==> src/sv/tfiq_pkg.sv <==
// ============================================================================
// tfiq_pkg: shared types and constants for the triple fault input qualifier
// Channel count, field widths, word layouts, register indexes, reset values.
// ============================================================================
package tfiq_pkg;

  localparam int NUM_CH        = 3;
  localparam int CNT_W         = 8;
  localparam int SHIELD_W      = 16;
  localparam int CFG_IDX_W     = 3;
  localparam int CFG_DATA_W    = 16;
  localparam int IN_DATA_W     = 8;
  localparam int OUT_DATA_W    = 24;

  // Input word bit positions (lanes take bits 0..NUM_CH-1)
  localparam int IN_MOTOR_BIT  = 3;

  // Output word layout
  localparam int OUT_SHIELD_LO = 3;
  localparam int OUT_USED_W    = NUM_CH + SHIELD_W;

  // Register reset values
  localparam logic [CNT_W-1:0]    HP_SET_RST     = 8'd30;
  localparam logic [CNT_W-1:0]    OFP_SET_RST    = 8'd30;
  localparam logic [CNT_W-1:0]    TP_SET_RST     = 8'd50;
  localparam logic [CNT_W-1:0]    CLEAR_RST      = 8'd50;
  localparam logic [SHIELD_W-1:0] SHIELD_RLD_RST = 16'd100;

  localparam logic [CNT_W-1:0]    CNT_MAX        = {CNT_W{1'b1}};

  // Configuration register indexes
  typedef enum logic [CFG_IDX_W-1:0] {
    REG_HP_SET_LIMIT  = 3'd0,
    REG_OFP_SET_LIMIT = 3'd1,
    REG_TP_SET_LIMIT  = 3'd2,
    REG_CLEAR_LIMIT   = 3'd3,
    REG_SHIELD_RELOAD = 3'd4
  } cfg_reg_t;

  // Per-lane status handed to the merge stage
  typedef struct packed {
    logic fault_nxt;  // fault flag after this tick
    logic hit;        // active and past the set limit this tick
  } lane_stat_t;

endpackage

==> src/sv/triple_fault_input_qualifier_unit.sv <==
// ============================================================================
// triple_fault_input_qualifier_unit: debounced fault latches with shield timer
// Three parallel channel lanes, a merge stage with the shield countdown.
// ============================================================================
//  channel  dir  ports                     payload
//  in_      in   tvalid/tready/tdata[7:0]  hp_active, ofp_active, tp_active,
//                                          motor_running
//  out_     out  tvalid/tready/tdata[23:0] hp_fault, ofp_fault, tp_fault,
//                                          shield_ticks[15:0]
//  cfg_     in   we/index[2:0]/wdata[15:0] limit and reload registers
//
//  One word in per cycle unless a held result word stalls intake, one result
//  word out per word, registered and shown in the cycle after its word is
//  accepted. Lane counters update on accept. Synchronous active-low reset
//  clears counters, flags, shield and output valid and restores register defaults.
//  A held result word blocks intake only while out_tready is low.
module triple_fault_input_qualifier_unit (
  input  logic                                clk,
  input  logic                                rst_n,
  input  logic                                in_tvalid,
  output logic                                in_tready,
  // [0] hp_active, [1] ofp_active, [2] tp_active, [3] motor_running
  input  logic [tfiq_pkg::IN_DATA_W-1:0]      in_tdata,
  output logic                                out_tvalid,
  input  logic                                out_tready,
  // [0] hp_fault, [1] ofp_fault, [2] tp_fault, [18:3] shield_ticks
  output logic [tfiq_pkg::OUT_DATA_W-1:0]     out_tdata,
  input  logic                                cfg_we,
  input  logic [tfiq_pkg::CFG_IDX_W-1:0]      cfg_index,
  input  logic [tfiq_pkg::CFG_DATA_W-1:0]     cfg_wdata
);

  logic [tfiq_pkg::CNT_W-1:0]    set_limit_r [tfiq_pkg::NUM_CH];
  logic [tfiq_pkg::CNT_W-1:0]    clear_limit_r;
  logic [tfiq_pkg::SHIELD_W-1:0] shield_reload_r;
  tfiq_pkg::lane_stat_t          stat [tfiq_pkg::NUM_CH];
  logic                          tick;

  // Configuration registers
  always_ff @(posedge clk) begin
    if (!rst_n) begin
      set_limit_r[0]  <= tfiq_pkg::HP_SET_RST;
      set_limit_r[1]  <= tfiq_pkg::OFP_SET_RST;
      set_limit_r[2]  <= tfiq_pkg::TP_SET_RST;
      clear_limit_r   <= tfiq_pkg::CLEAR_RST;
      shield_reload_r <= tfiq_pkg::SHIELD_RLD_RST;
    end else if (cfg_we) begin
      case (cfg_index)
        tfiq_pkg::REG_HP_SET_LIMIT:  set_limit_r[0]  <= cfg_wdata[tfiq_pkg::CNT_W-1:0];
        tfiq_pkg::REG_OFP_SET_LIMIT: set_limit_r[1]  <= cfg_wdata[tfiq_pkg::CNT_W-1:0];
        tfiq_pkg::REG_TP_SET_LIMIT:  set_limit_r[2]  <= cfg_wdata[tfiq_pkg::CNT_W-1:0];
        tfiq_pkg::REG_CLEAR_LIMIT:   clear_limit_r   <= cfg_wdata[tfiq_pkg::CNT_W-1:0];
        tfiq_pkg::REG_SHIELD_RELOAD: shield_reload_r <= cfg_wdata[tfiq_pkg::SHIELD_W-1:0];
        default: ;
      endcase
    end
  end

  assign tick = in_tvalid && in_tready;

  // One lane per fault channel
  for (genvar g = 0; g < tfiq_pkg::NUM_CH; g++) begin : g_lane
    tfiq_lane u_lane (
      .clk         (clk),
      .rst_n       (rst_n),
      .tick        (tick),
      .active      (in_tdata[g]),
      .set_limit   (set_limit_r[g]),
      .clear_limit (clear_limit_r),
      .stat        (stat[g])
    );
  end

  // Merge, shield countdown and output register
  tfiq_merge u_merge (
    .clk           (clk),
    .rst_n         (rst_n),
    .in_valid      (in_tvalid),
    .in_ready      (in_tready),
    .motor         (in_tdata[tfiq_pkg::IN_MOTOR_BIT]),
    .stat          (stat),
    .shield_reload (shield_reload_r),
    .out_valid     (out_tvalid),
    .out_ready     (out_tready),
    .out_data      (out_tdata)
  );

endmodule

==> src/sv/tfiq_lane.sv <==
// ============================================================================
// tfiq_lane: one fault channel debouncer
// Start and cancel counters with hysteresis and a latched fault flag.
// ============================================================================
module tfiq_lane (
  input  logic                        clk,
  input  logic                        rst_n,
  input  logic                        tick,        // word accepted this cycle
  input  logic                        active,
  input  logic [tfiq_pkg::CNT_W-1:0]  set_limit,
  input  logic [tfiq_pkg::CNT_W-1:0]  clear_limit,
  output tfiq_pkg::lane_stat_t        stat
);

  logic [tfiq_pkg::CNT_W-1:0] start_r, start_nxt;
  logic [tfiq_pkg::CNT_W-1:0] cancel_r, cancel_nxt;
  logic                       fault_r, fault_nxt;
  logic                       start_over;
  logic                       cancel_over;

  assign start_over  = start_r > set_limit;
  assign cancel_over = cancel_r > clear_limit;

  // Counter and flag update for one tick
  always_comb begin
    start_nxt  = start_r;
    cancel_nxt = cancel_r;
    fault_nxt  = fault_r;
    if (active) begin
      cancel_nxt = '0;
      if (start_over) begin
        fault_nxt = 1'b1;
      end else if (start_r != tfiq_pkg::CNT_MAX) begin
        start_nxt = start_r + 1'b1;
      end
    end else if (fault_r) begin
      start_nxt = '0;
      if (cancel_over) begin
        fault_nxt = 1'b0;
      end else if (cancel_r != tfiq_pkg::CNT_MAX) begin
        cancel_nxt = cancel_r + 1'b1;
      end
    end else begin
      start_nxt = '0;
    end
  end

  always_ff @(posedge clk) begin
    if (!rst_n) begin
      start_r  <= '0;
      cancel_r <= '0;
      fault_r  <= 1'b0;
    end else if (tick) begin
      start_r  <= start_nxt;
      cancel_r <= cancel_nxt;
      fault_r  <= fault_nxt;
    end
  end

  assign stat.fault_nxt = fault_nxt;
  assign stat.hit       = active & start_over;

endmodule

==> src/sv/tfiq_merge.sv <==
// ============================================================================
// tfiq_merge: merge stage and output register
// Shield countdown driven by all lanes, result word register, handshake.
// ============================================================================
module tfiq_merge (
  input  logic                              clk,
  input  logic                              rst_n,
  input  logic                              in_valid,
  output logic                              in_ready,
  input  logic                              motor,
  input  tfiq_pkg::lane_stat_t              stat [tfiq_pkg::NUM_CH],
  input  logic [tfiq_pkg::SHIELD_W-1:0]     shield_reload,
  output logic                              out_valid,
  input  logic                              out_ready,
  output logic [tfiq_pkg::OUT_DATA_W-1:0]   out_data
);

  logic                              tick;
  logic                              reload;
  logic [tfiq_pkg::NUM_CH-1:0]       hits;
  logic [tfiq_pkg::NUM_CH-1:0]       faults;
  logic [tfiq_pkg::SHIELD_W-1:0]     shield_r, shield_nxt;
  logic                              out_valid_r;
  logic [tfiq_pkg::OUT_DATA_W-1:0]   out_data_r;

  // Output register frees up when empty or being drained
  assign in_ready = !out_valid_r || out_ready;
  assign tick     = in_valid && in_ready;

  // Gather lane findings
  always_comb begin
    for (int i = 0; i < tfiq_pkg::NUM_CH; i++) begin
      hits[i]   = stat[i].hit;
      faults[i] = stat[i].fault_nxt;
    end
  end

  // Reload overrides the per-tick decrement
  assign reload = motor && (|hits);

  always_comb begin
    if (reload) begin
      shield_nxt = shield_reload;
    end else if (shield_r != '0) begin
      shield_nxt = shield_r - 1'b1;
    end else begin
      shield_nxt = shield_r;
    end
  end

  always_ff @(posedge clk) begin
    if (!rst_n) begin
      shield_r    <= '0;
      out_valid_r <= 1'b0;
    end else begin
      if (tick) begin
        shield_r <= shield_nxt;
      end
      if (tick) begin
        out_valid_r <= 1'b1;
      end else if (out_ready) begin
        out_valid_r <= 1'b0;
      end
    end
  end

  // Result word payload
  always_ff @(posedge clk) begin
    if (tick) begin
      out_data_r <= {{(tfiq_pkg::OUT_DATA_W - tfiq_pkg::OUT_USED_W){1'b0}},
                     shield_nxt, faults};
    end
  end

  assign out_valid = out_valid_r;
  assign out_data  = out_data_r;

`ifndef SYNTHESIS
  a_stall_blocks_input: assert property (@(posedge clk) disable iff (!rst_n)
    (out_valid_r && !out_ready) |-> !in_ready)
    else $error("input taken while result word stalled");

  a_shield_reload: assert property (@(posedge clk) disable iff (!rst_n)
    (tick && reload) |=> (shield_r == $past(shield_reload)))
    else $error("shield not reloaded");

  a_shield_dec: assert property (@(posedge clk) disable iff (!rst_n)
    (tick && !reload && shield_r != '0) |=> (shield_r == $past(shield_r) - 1'b1))
    else $error("shield countdown wrong");

  a_shield_idle: assert property (@(posedge clk) disable iff (!rst_n)
    !tick |=> $stable(shield_r))
    else $error("shield moved without a word");

  a_out_matches_shield: assert property (@(posedge clk) disable iff (!rst_n)
    tick |=> (out_data_r[tfiq_pkg::OUT_SHIELD_LO +: tfiq_pkg::SHIELD_W] == shield_r))
    else $error("result word shield field out of step");
`endif

endmodule

==> config.mk <==
export PLATFORM = sky130hd
export DESIGN_NAME = triple_fault_input_qualifier_unit
export DESIGN_NICKNAME = d
export VERILOG_FILES = /design/src/sv/tfiq_pkg.sv /design/src/sv/triple_fault_input_qualifier_unit.sv /design/src/sv/tfiq_lane.sv /design/src/sv/tfiq_merge.sv
export SDC_FILE = /design/constraint.sdc
export NUM_CORES = 1
export LEC_CHECK = 0
export ABC_AREA = 0
export BUFFER_PORTS_ARGS = -buffer_cell sky130_fd_sc_hd__buf_2
export CORE_ASPECT_RATIO = 1.4
export CORE_MARGIN = 2
export CORE_UTILIZATION = 45
export DETAILED_ROUTE_END_ITERATION = 12
export GPL_TIMING_DRIVEN = 0
export HOLD_SLACK_MARGIN = 0.1
export MAX_ROUTING_LAYER = met4
export PLACE_DENSITY = 0.75
export SLEW_MARGIN = 10
export SYNTH_ARGS = -nofsm -noshare
export SYNTH_HDL_FRONTEND = slang
export SYNTH_SLANG_ARGS = --single-unit
==> constraint.sdc <==
create_clock -name clk -period 4.2 [get_ports clk]
set_input_delay 0.42 -clock clk [delete_from_list [all_inputs] [get_ports clk]]
set_output_delay 0.42 -clock clk [all_outputs]
set_load 0.1 [all_outputs]
==> impl_results.md, run 1 <==
* Worst r2r dst: u_merge.out_data[16]
* Clk_lat worst skew at 430 ps
* RSZ-0062 raised after global routing: no
* Hold crit path type: input pin to flip-flop
* Post-DRT Antenna Nets at 0
* Core area at 16200 um2
* Worst Path Required at 4310 ps
* Met1 Wirelength at 8050 um
* Share of the core filled with cells at 0.529
* Area growth syn-to-layout at 14.7%
* Status: complete, but fails checks
* Commonest non-fill, non-tap cells in the layout: nand2_1 (104), dfxtp_1 (92), a21oi_1 (73), ha_1 (56)
* # hold bufs at CTS at 0
* Critical path cell sequence: inv_1, ha_1, and4_1, nand3b_1, a21oi_1, a31o_2, o31a_1, clkbuf_1, o21ai_0
* PnR worst setup slack at 1420 ps
* Die Ht at 157 um
* Vias in the first global route at 6376
* Vias per cell at 5.91
* Cts bufs inserted at 17
* Pre-antenna DRT Iters at 9
* Met3 wire length at 879 um
* Adder and majority gate portion of the synthesized area at 0.0935
* CP Capture Type: flip-flop
* Worst hold slack at 230 ps
* Lkg Pwr at 3.49 nW
* Tot Pwr at 5.11 mW
* Chip width at 113 um
* Hold Path Origin: cfg_wdata[15]
* Ys Warns at 0
* CTS resizes at 0
* RePlAce Congestion at 0.888
* Ports at 58
* 1st-iter DRT viols at 521
* Startpoint types: flip-flop
* Die Area at 17700 um2
* Placed Instances at 1071
* Share of cells above drive strength 1 at 0.136
* Post-synthesis cell type count at 68
* Total Routing Usage GR at 0.231
* Hold Path Depth at 3
* Clk slew on worst S/H paths at 70 ps
* Post-synthesis register bit count at 135
* Setup Buffers After CTS at 0
* Failing checks: DRC
* WL final at 19400 um
* Antenna diodes at 0
* Setup TNS at 0 ps
* Clk_skew at 12.1 ps
* Number of setup violations in the final report at 0
* FILL cells at 1462
* Synth Cell Area at 7500 um2
* Post-synthesis compound-gate area fraction at 0.164
* CTS Buffer Depth at 2
* Crit Path Category: flip-flop to flip-flop
* Syn Inst Count at 821
* Count of input and output buffers at 46
* Slowest CP cell: clkbuf_1
* Register-to-register setup slack at 1420 ps
* Max layer used: met4
* Largest net degree at the start of global routing at 29
* Critical Path Start: g_lane[1].u_lane.start_r[0]
* Dpl ws at 1480 ps
* TritonCTS clock tree: built
* Syn_area_per_cell at 9.13 um2
* CP peak stage delay at 450 ps
* WL met2 at 9580 um
* Reg2Reg Depth at 9
* Hold Vio Cnt, Final at 0
* Achievable Freq at 360 MHz
* First-pass GRT wire length at 31600 um
* Initial antenna violation count at 0
* Max Cap Viol at 0
* Hpwl dp at 14000 um
* Final #Nets at 979
* Ys flop type: dfxtp_1
* Num rows at 55
* Wire per inst at 17.6 um
* Max Slew Vio Count at 0
* Num Clock Sinks at 135
* Slew margin rel. at 0.386
* Final std cells w/o fill at 1103
* PD cells at 594 nW/um2
* Clock root buffer: clkbuf_16
* Worst Hold Endpoint: shield_reload_r[15]
* XOR/XNOR Fraction of Synth Area at 0.0292
* Vias at 6518
* Fraction of registers with async set/reset at 0
* Worst VDD drop at 0.498 mV
* H-tree depth at 4
* Fin crit share at 0.661
* Design Area, Final at 8600 um2
* Number of synthesized flops with an enable pin at 43
* Worst-margin pin slew at 911 ps
* R2r startpoint: g_lane[1].u_lane.start_r[0]
* Largest family of logic cells by synthesized area: simple AND/OR/NAND/NOR gates
* Number of remaining DRC errors at 4
* Max Fanout on Critical Path at 10
* Initial Util at 0.462
* Sequential fraction of the synthesis area at 0.418
* Most common cell after layout, fill and taps aside: nand2_1
* Overflow after GRT at 0
* Simple-gate portion of the synthesized area at 0.216
* Worst path arrival time at 2890 ps
* Multiplexer share of the synthesized area at 0.0257
* Placed cell area at 8020 um2
* Post-route minimum period at 2780 ps
==> power breakdown <==
part | internal, mW | switching [mW] | total (mW)
logic | 0.577 | 1.37 | 1.95
clock network | 0.827 | 0.622 | 1.45
registers | 1.59 | 0.123 | 1.71
total | 2.99 | 2.12 | 5.11
==> final cells by class <==
class / count / area, um2 / area share
buffer: 40 / 205 / 0.0239
clock buffer: 17 / 425 / 0.0495
multi-input combinational: 598 / 4010 / 0.466
timing repair buffer: 47 / 235 / 0.0274
tap: 199 / 249 / 0.0290
sequential: 135 / 3130 / 0.364
inverter: 52 / 195 / 0.0227
clock inverter: 15 / 145 / 0.0169
==> critical path, delay by kind of cell, from the launching register on <==
| family | cells | cell delay (ps) |
|---|---|---|
| and+or+nand+nor | 2 | 360 |
| DFF | 1 | 380 |
| AOI/OAI and AO/OA | 4 | 940 |
| buffers and inverters | 2 | 520 |
| adders and majority gates | 1 | 280 |
==> worst max path at each step <==
stage	to
2_1_floorplan	g_lane[0].u_lane.fault_r
3_3_place_gp	g_lane[0].u_lane.fault_r
3_5_place_dp	u_merge.out_data[16]
4_1_cts	u_merge.out_data[16]
5_1_grt	u_merge.out_data[3]
6_report	u_merge.out_data[16]
==> per-layer routing <==
metal / vias up / GRT usage
li1: 3120 / -
met3: 61 / 0.0395
met4: 0 / 0.118
met5: - / -
met1: 3132 / 0.265
met2: 205 / 0.386
==> sequential cells by signal, summed over array words and instances (netlist names) <==
signal                  flops
g_lane.u_lane.cancel_r     24
g_lane.u_lane.start_r      24
set_limit_r                24
u_merge.out_data           19
shield_reload_r            16
u_merge.shield_r           16
clear_limit_r               8
g_lane.u_lane.fault_r       3
u_merge.out_valid           1
==> cells by family after synthesis <==
group / after synthesis
flops: 135
mux: 19
xor+xnor: 25
buf+inv: 92
other cells: 1
simple gates: 300
compound gates: 193
fa+ha+maj: 56
==> cells in the mapped netlist (all sizes together), types with 3 or more instances <==
master	number	area share
and3	13	0.011
nor2	29	0.015
o21ai	44	0.029
nand2b	10	0.0083
a21oi	74	0.050
xor2	17	0.020
a31o	5	0.0058
a221oi	4	0.0047
nor3	11	0.0073
a21o	9	0.0090
mux2i	17	0.023
a311oi	3	0.0052
and2	9	0.0078
o21a	10	0.010
nor4	6	0.011
buf	16	0.015
nand3b	4	0.0040
edfxtp	43	0.17
inv	51	0.026
or3	19	0.017
clkbuf	24	0.012
nand3	36	0.025
and4	11	0.013
o211ai	8	0.0080
ha	56	0.093
nand4	22	0.020
nor4b	3	0.0035
o31ai	10	0.012
or4	8	0.0080
o221ai	6	0.0070
nand2	105	0.053
o41ai	3	0.0035
nor2b	7	0.0058
o21ba	3	0.0040
xnor2	8	0.0093
dfxtp	92	0.25
(Power assumes the default switching activity.)
==> run 2: changes to the inputs <==
--- a/config.mk
+++ b/config.mk
@@ -5,7 +5,7 @@
 export SDC_FILE = /design/constraint.sdc
 export NUM_CORES = 1
 export LEC_CHECK = 0
-export ABC_AREA = 0
+export ABC_AREA = 1
 export BUFFER_PORTS_ARGS = -buffer_cell sky130_fd_sc_hd__buf_2
 export CORE_ASPECT_RATIO = 1.4
 export CORE_MARGIN = 2
==> constraint.sdc (replaced) <==
create_clock -name clk -period 2.8 [get_ports clk]
set_input_delay 0.28 -clock clk [delete_from_list [all_inputs] [get_ports clk]]
set_output_delay 0.28 -clock clk [all_outputs]
set_load 0.1 [all_outputs]
==> run 2 against run 1 <==
Net effect:
- area after synthesis is 2.8% higher
- the run now ends clean
- sequential share of layout area is 1.1 points lower
- largest power group is now registers
- die area is 2.7% higher
- first-iteration DRC count is 4.4% lower
- clock power is 48% higher
- combinational power is 49% lower
- total power is 4.9% higher
- clock skew is 2.6 ps lower
==> impl_results.md, run 2 <==
* Status: finished, final reports clean
* Ys flop type: dfxtp_1
* 1st-iter DRT viols at 498
* Lkg Pwr at 4.22 nW
* Ys Warns at 0
* Number of remaining DRC errors at 0
* Die Ht at 159 um
* Clk slew on worst S/H paths at 60 ps
* PD cells at 606 nW/um2
* Max Fanout on Critical Path at 10
* Startpoint types: flip-flop
* Most common cell after layout, fill and taps aside: nand2_1
* Vias at 6781
* Vias per cell at 5.17
* Synth Cell Area at 7710 um2
* Hold Vio Cnt, Final at 0
* Share of the synthesized area in the top cell type at 0.239
* Max Cap Viol at 0
* Total Routing Usage GR at 0.218
* Fin crit share at 0.734
* Worst-margin pin slew at 1120 ps
* First-pass GRT wire length at 30400 um
* Final #Nets at 1183
* Commonest non-fill, non-tap cells in the layout: nand2_1 (198), inv_1 (137), nor2_1 (120), a21oi_1 (96), dfxtp_1 (92)
* Share of the core filled with cells at 0.529
* Largest registers: g_lane.u_lane.cancel_r: 24 flops, g_lane.u_lane.start_r: 24 flops, set_limit_r: 24 flops
* Register-to-register setup slack at 750 ps
* Syn_area_per_cell at 7.56 um2
* Worst VDD drop at 0.421 mV
* Hold crit path type: input pin to flip-flop
* Initial antenna violation count at 1
* Largest net degree at the start of global routing at 29
* Achievable Freq at 487 MHz
* Top cells by area, synth: dfxtp_1 (24%), edfxtp_1 (17%), nand2_1 (9.6%), ha_1 (9.1%), inv_1 (6.7%)
* Post-synthesis register bit count at 135
* TritonCTS clock tree: built
* FILL cells at 1591
* Worst path arrival time at 2230 ps
* Sequential fraction of the synthesis area at 0.407
* Critical path cell sequence: ha_1, a21oi_1, nor2_1, nor2_1, nand2_1, nand2_2, nand3_4, buf_4, nand3_1, nand2_1
* H-tree depth at 4
* Buf+Inv Stages, Crit Path at 1
* Num rows at 56
* Share of cells above drive strength 1 at 0.126
* Worst Hold Endpoint: shield_reload_r[14]
* Post-synthesis cell type count at 46
* Post-DRT Antenna Nets at 0
* Crit Path Category: flip-flop to flip-flop
* Number of setup violations in the final report at 0
* Setup Buffers After CTS at 0
* Top post-synthesis cells by count: nand2_1 (198), inv_1 (137), nor2_1 (120), a21oi_1 (96), dfxtp_1 (92)
* Die Area at 18200 um2
* Syn Inst Count at 1019
* Slowest CP cell: dfxtp_1
* Count of input and output buffers at 46
* Worst r2r dst: u_merge.out_data[15]
* Max Slew Vio Count at 0
* CP Capture Type: flip-flop
* Hold Path Depth at 3
* Clock root buffer: clkbuf_16
* Slew margin rel. at 0.245
* Area growth syn-to-layout at 14.9%
* Clk_skew at 9.46 ps
* Hold Path Origin: cfg_wdata[14]
* Worst hold slack at 109 ps
* Vias in the first global route at 6421
* Clk_lat worst skew at 420 ps
* Pre-antenna DRT Iters at 5
* Tot Pwr at 5.36 mW
* R2r startpoint: g_lane[0].u_lane.start_r[5]
* Num Clock Sinks at 135
* Synth area leader: dfxtp_1
* Initial Util at 0.460
* Fraction of registers with async set/reset at 0
* Post-route minimum period at 2050 ps
* RePlAce Congestion at 0.951
* Worst Path Required at 2970 ps
* Core area at 16700 um2
* CP peak stage delay at 430 ps
* Number of synthesized flops with an enable pin at 43
* Cts bufs inserted at 17
* Wire per inst at 14.0 um
* RSZ-0062 raised after global routing: no
* Top-count cell post-synth: nand2_1
* Ports at 58
* WL final at 18400 um
* Overflow after GRT at 0
* Setup TNS at 0 ps
* Chip width at 115 um
* Hpwl dp at 13800 um
* CTS Buffer Depth at 2
* Reg2Reg Depth at 10
* Family with the most delay on the worst path: simple AND/OR/NAND/NOR gates
run 2: cell families after synthesis:
family / synth area share
xor+xnor: 0.0250
other cells: 0.000487
buf+inv: 0.0942
compound gates: 0.117
flops: 0.407
simple gates: 0.265
fa+ha+maj: 0.0909
run 2: worst max path at each step:
stage / depth (start not counted) / to / slack (ps) / from
floorplan: 8 / g_lane[1].u_lane.cancel_r[0] / 230 / u_merge.out_valid
global placement: 10 / u_merge.out_data[15] / 760 / g_lane[0].u_lane.start_r[5]
detailed placement: 10 / u_merge.shield_r[2] / 750 / out_tready
CTS: 10 / u_merge.out_data[15] / 730 / g_lane[0].u_lane.start_r[5]
global route: 11 / u_merge.out_data[6] / 570 / g_lane[0].u_lane.start_r[0]
finish: 10 / u_merge.out_data[15] / 750 / g_lane[0].u_lane.start_r[5]
run 2: power breakdown:
group          internal, mW  leakage [nW]  switching, mW
logic                 0.249          2.76          0.748
registers              2.15          1.17         0.0603
clock network          1.33         0.292          0.822
total                  3.73          4.22           1.63
run 2: tightest hold or removal path, delay by kind of cell:
| kind | cells | cell delay [ps] |
|---|---|---|
| buf+inv | 1 | 90 |
| simple gates | 2 | 120 |
run 2: cell type report:
type                       count  area (um2)  area share
antenna                        1        2.50    0.000283
buffer                        29         174      0.0196
clock buffer                  26         542      0.0612
clock inverter                 6        33.8     0.00382
inverter                     145         552      0.0623
multi-input combinational    714        3860       0.436
sequential                   135        3130       0.354
tap                          203         254      0.0287
timing repair buffer          53         300      0.0339
run 2: stage by stage:
stage               std cells  setup WS, ps  cell area (um2)
floorplan                1023           228             7720
global placement         1272           763             8210
detailed placement       1272           748             8210
CTS                      1311           727             8850
global route             1312           571             8850
finish                   1312           745             8850
run 2: repair_timing:
item                                   4_1_cts  5_1_grt
endpoints found under the hold margin        7        0
gates resized for setup                      0        0
hold buffers                                 7        0
run 2: layer usage:
| layer | vias up | GRT usage | routed length (um) |
|---|---|---|---|
| li1 | 3486 | - | - |
| met1 | 3056 | 0.263 | 8020 |
| met2 | 193 | 0.342 | 8760 |
| met3 | 46 | 0.0477 | 912 |
| met4 | 0 | 0.104 | 728 |
| met5 | - | - | 0 |
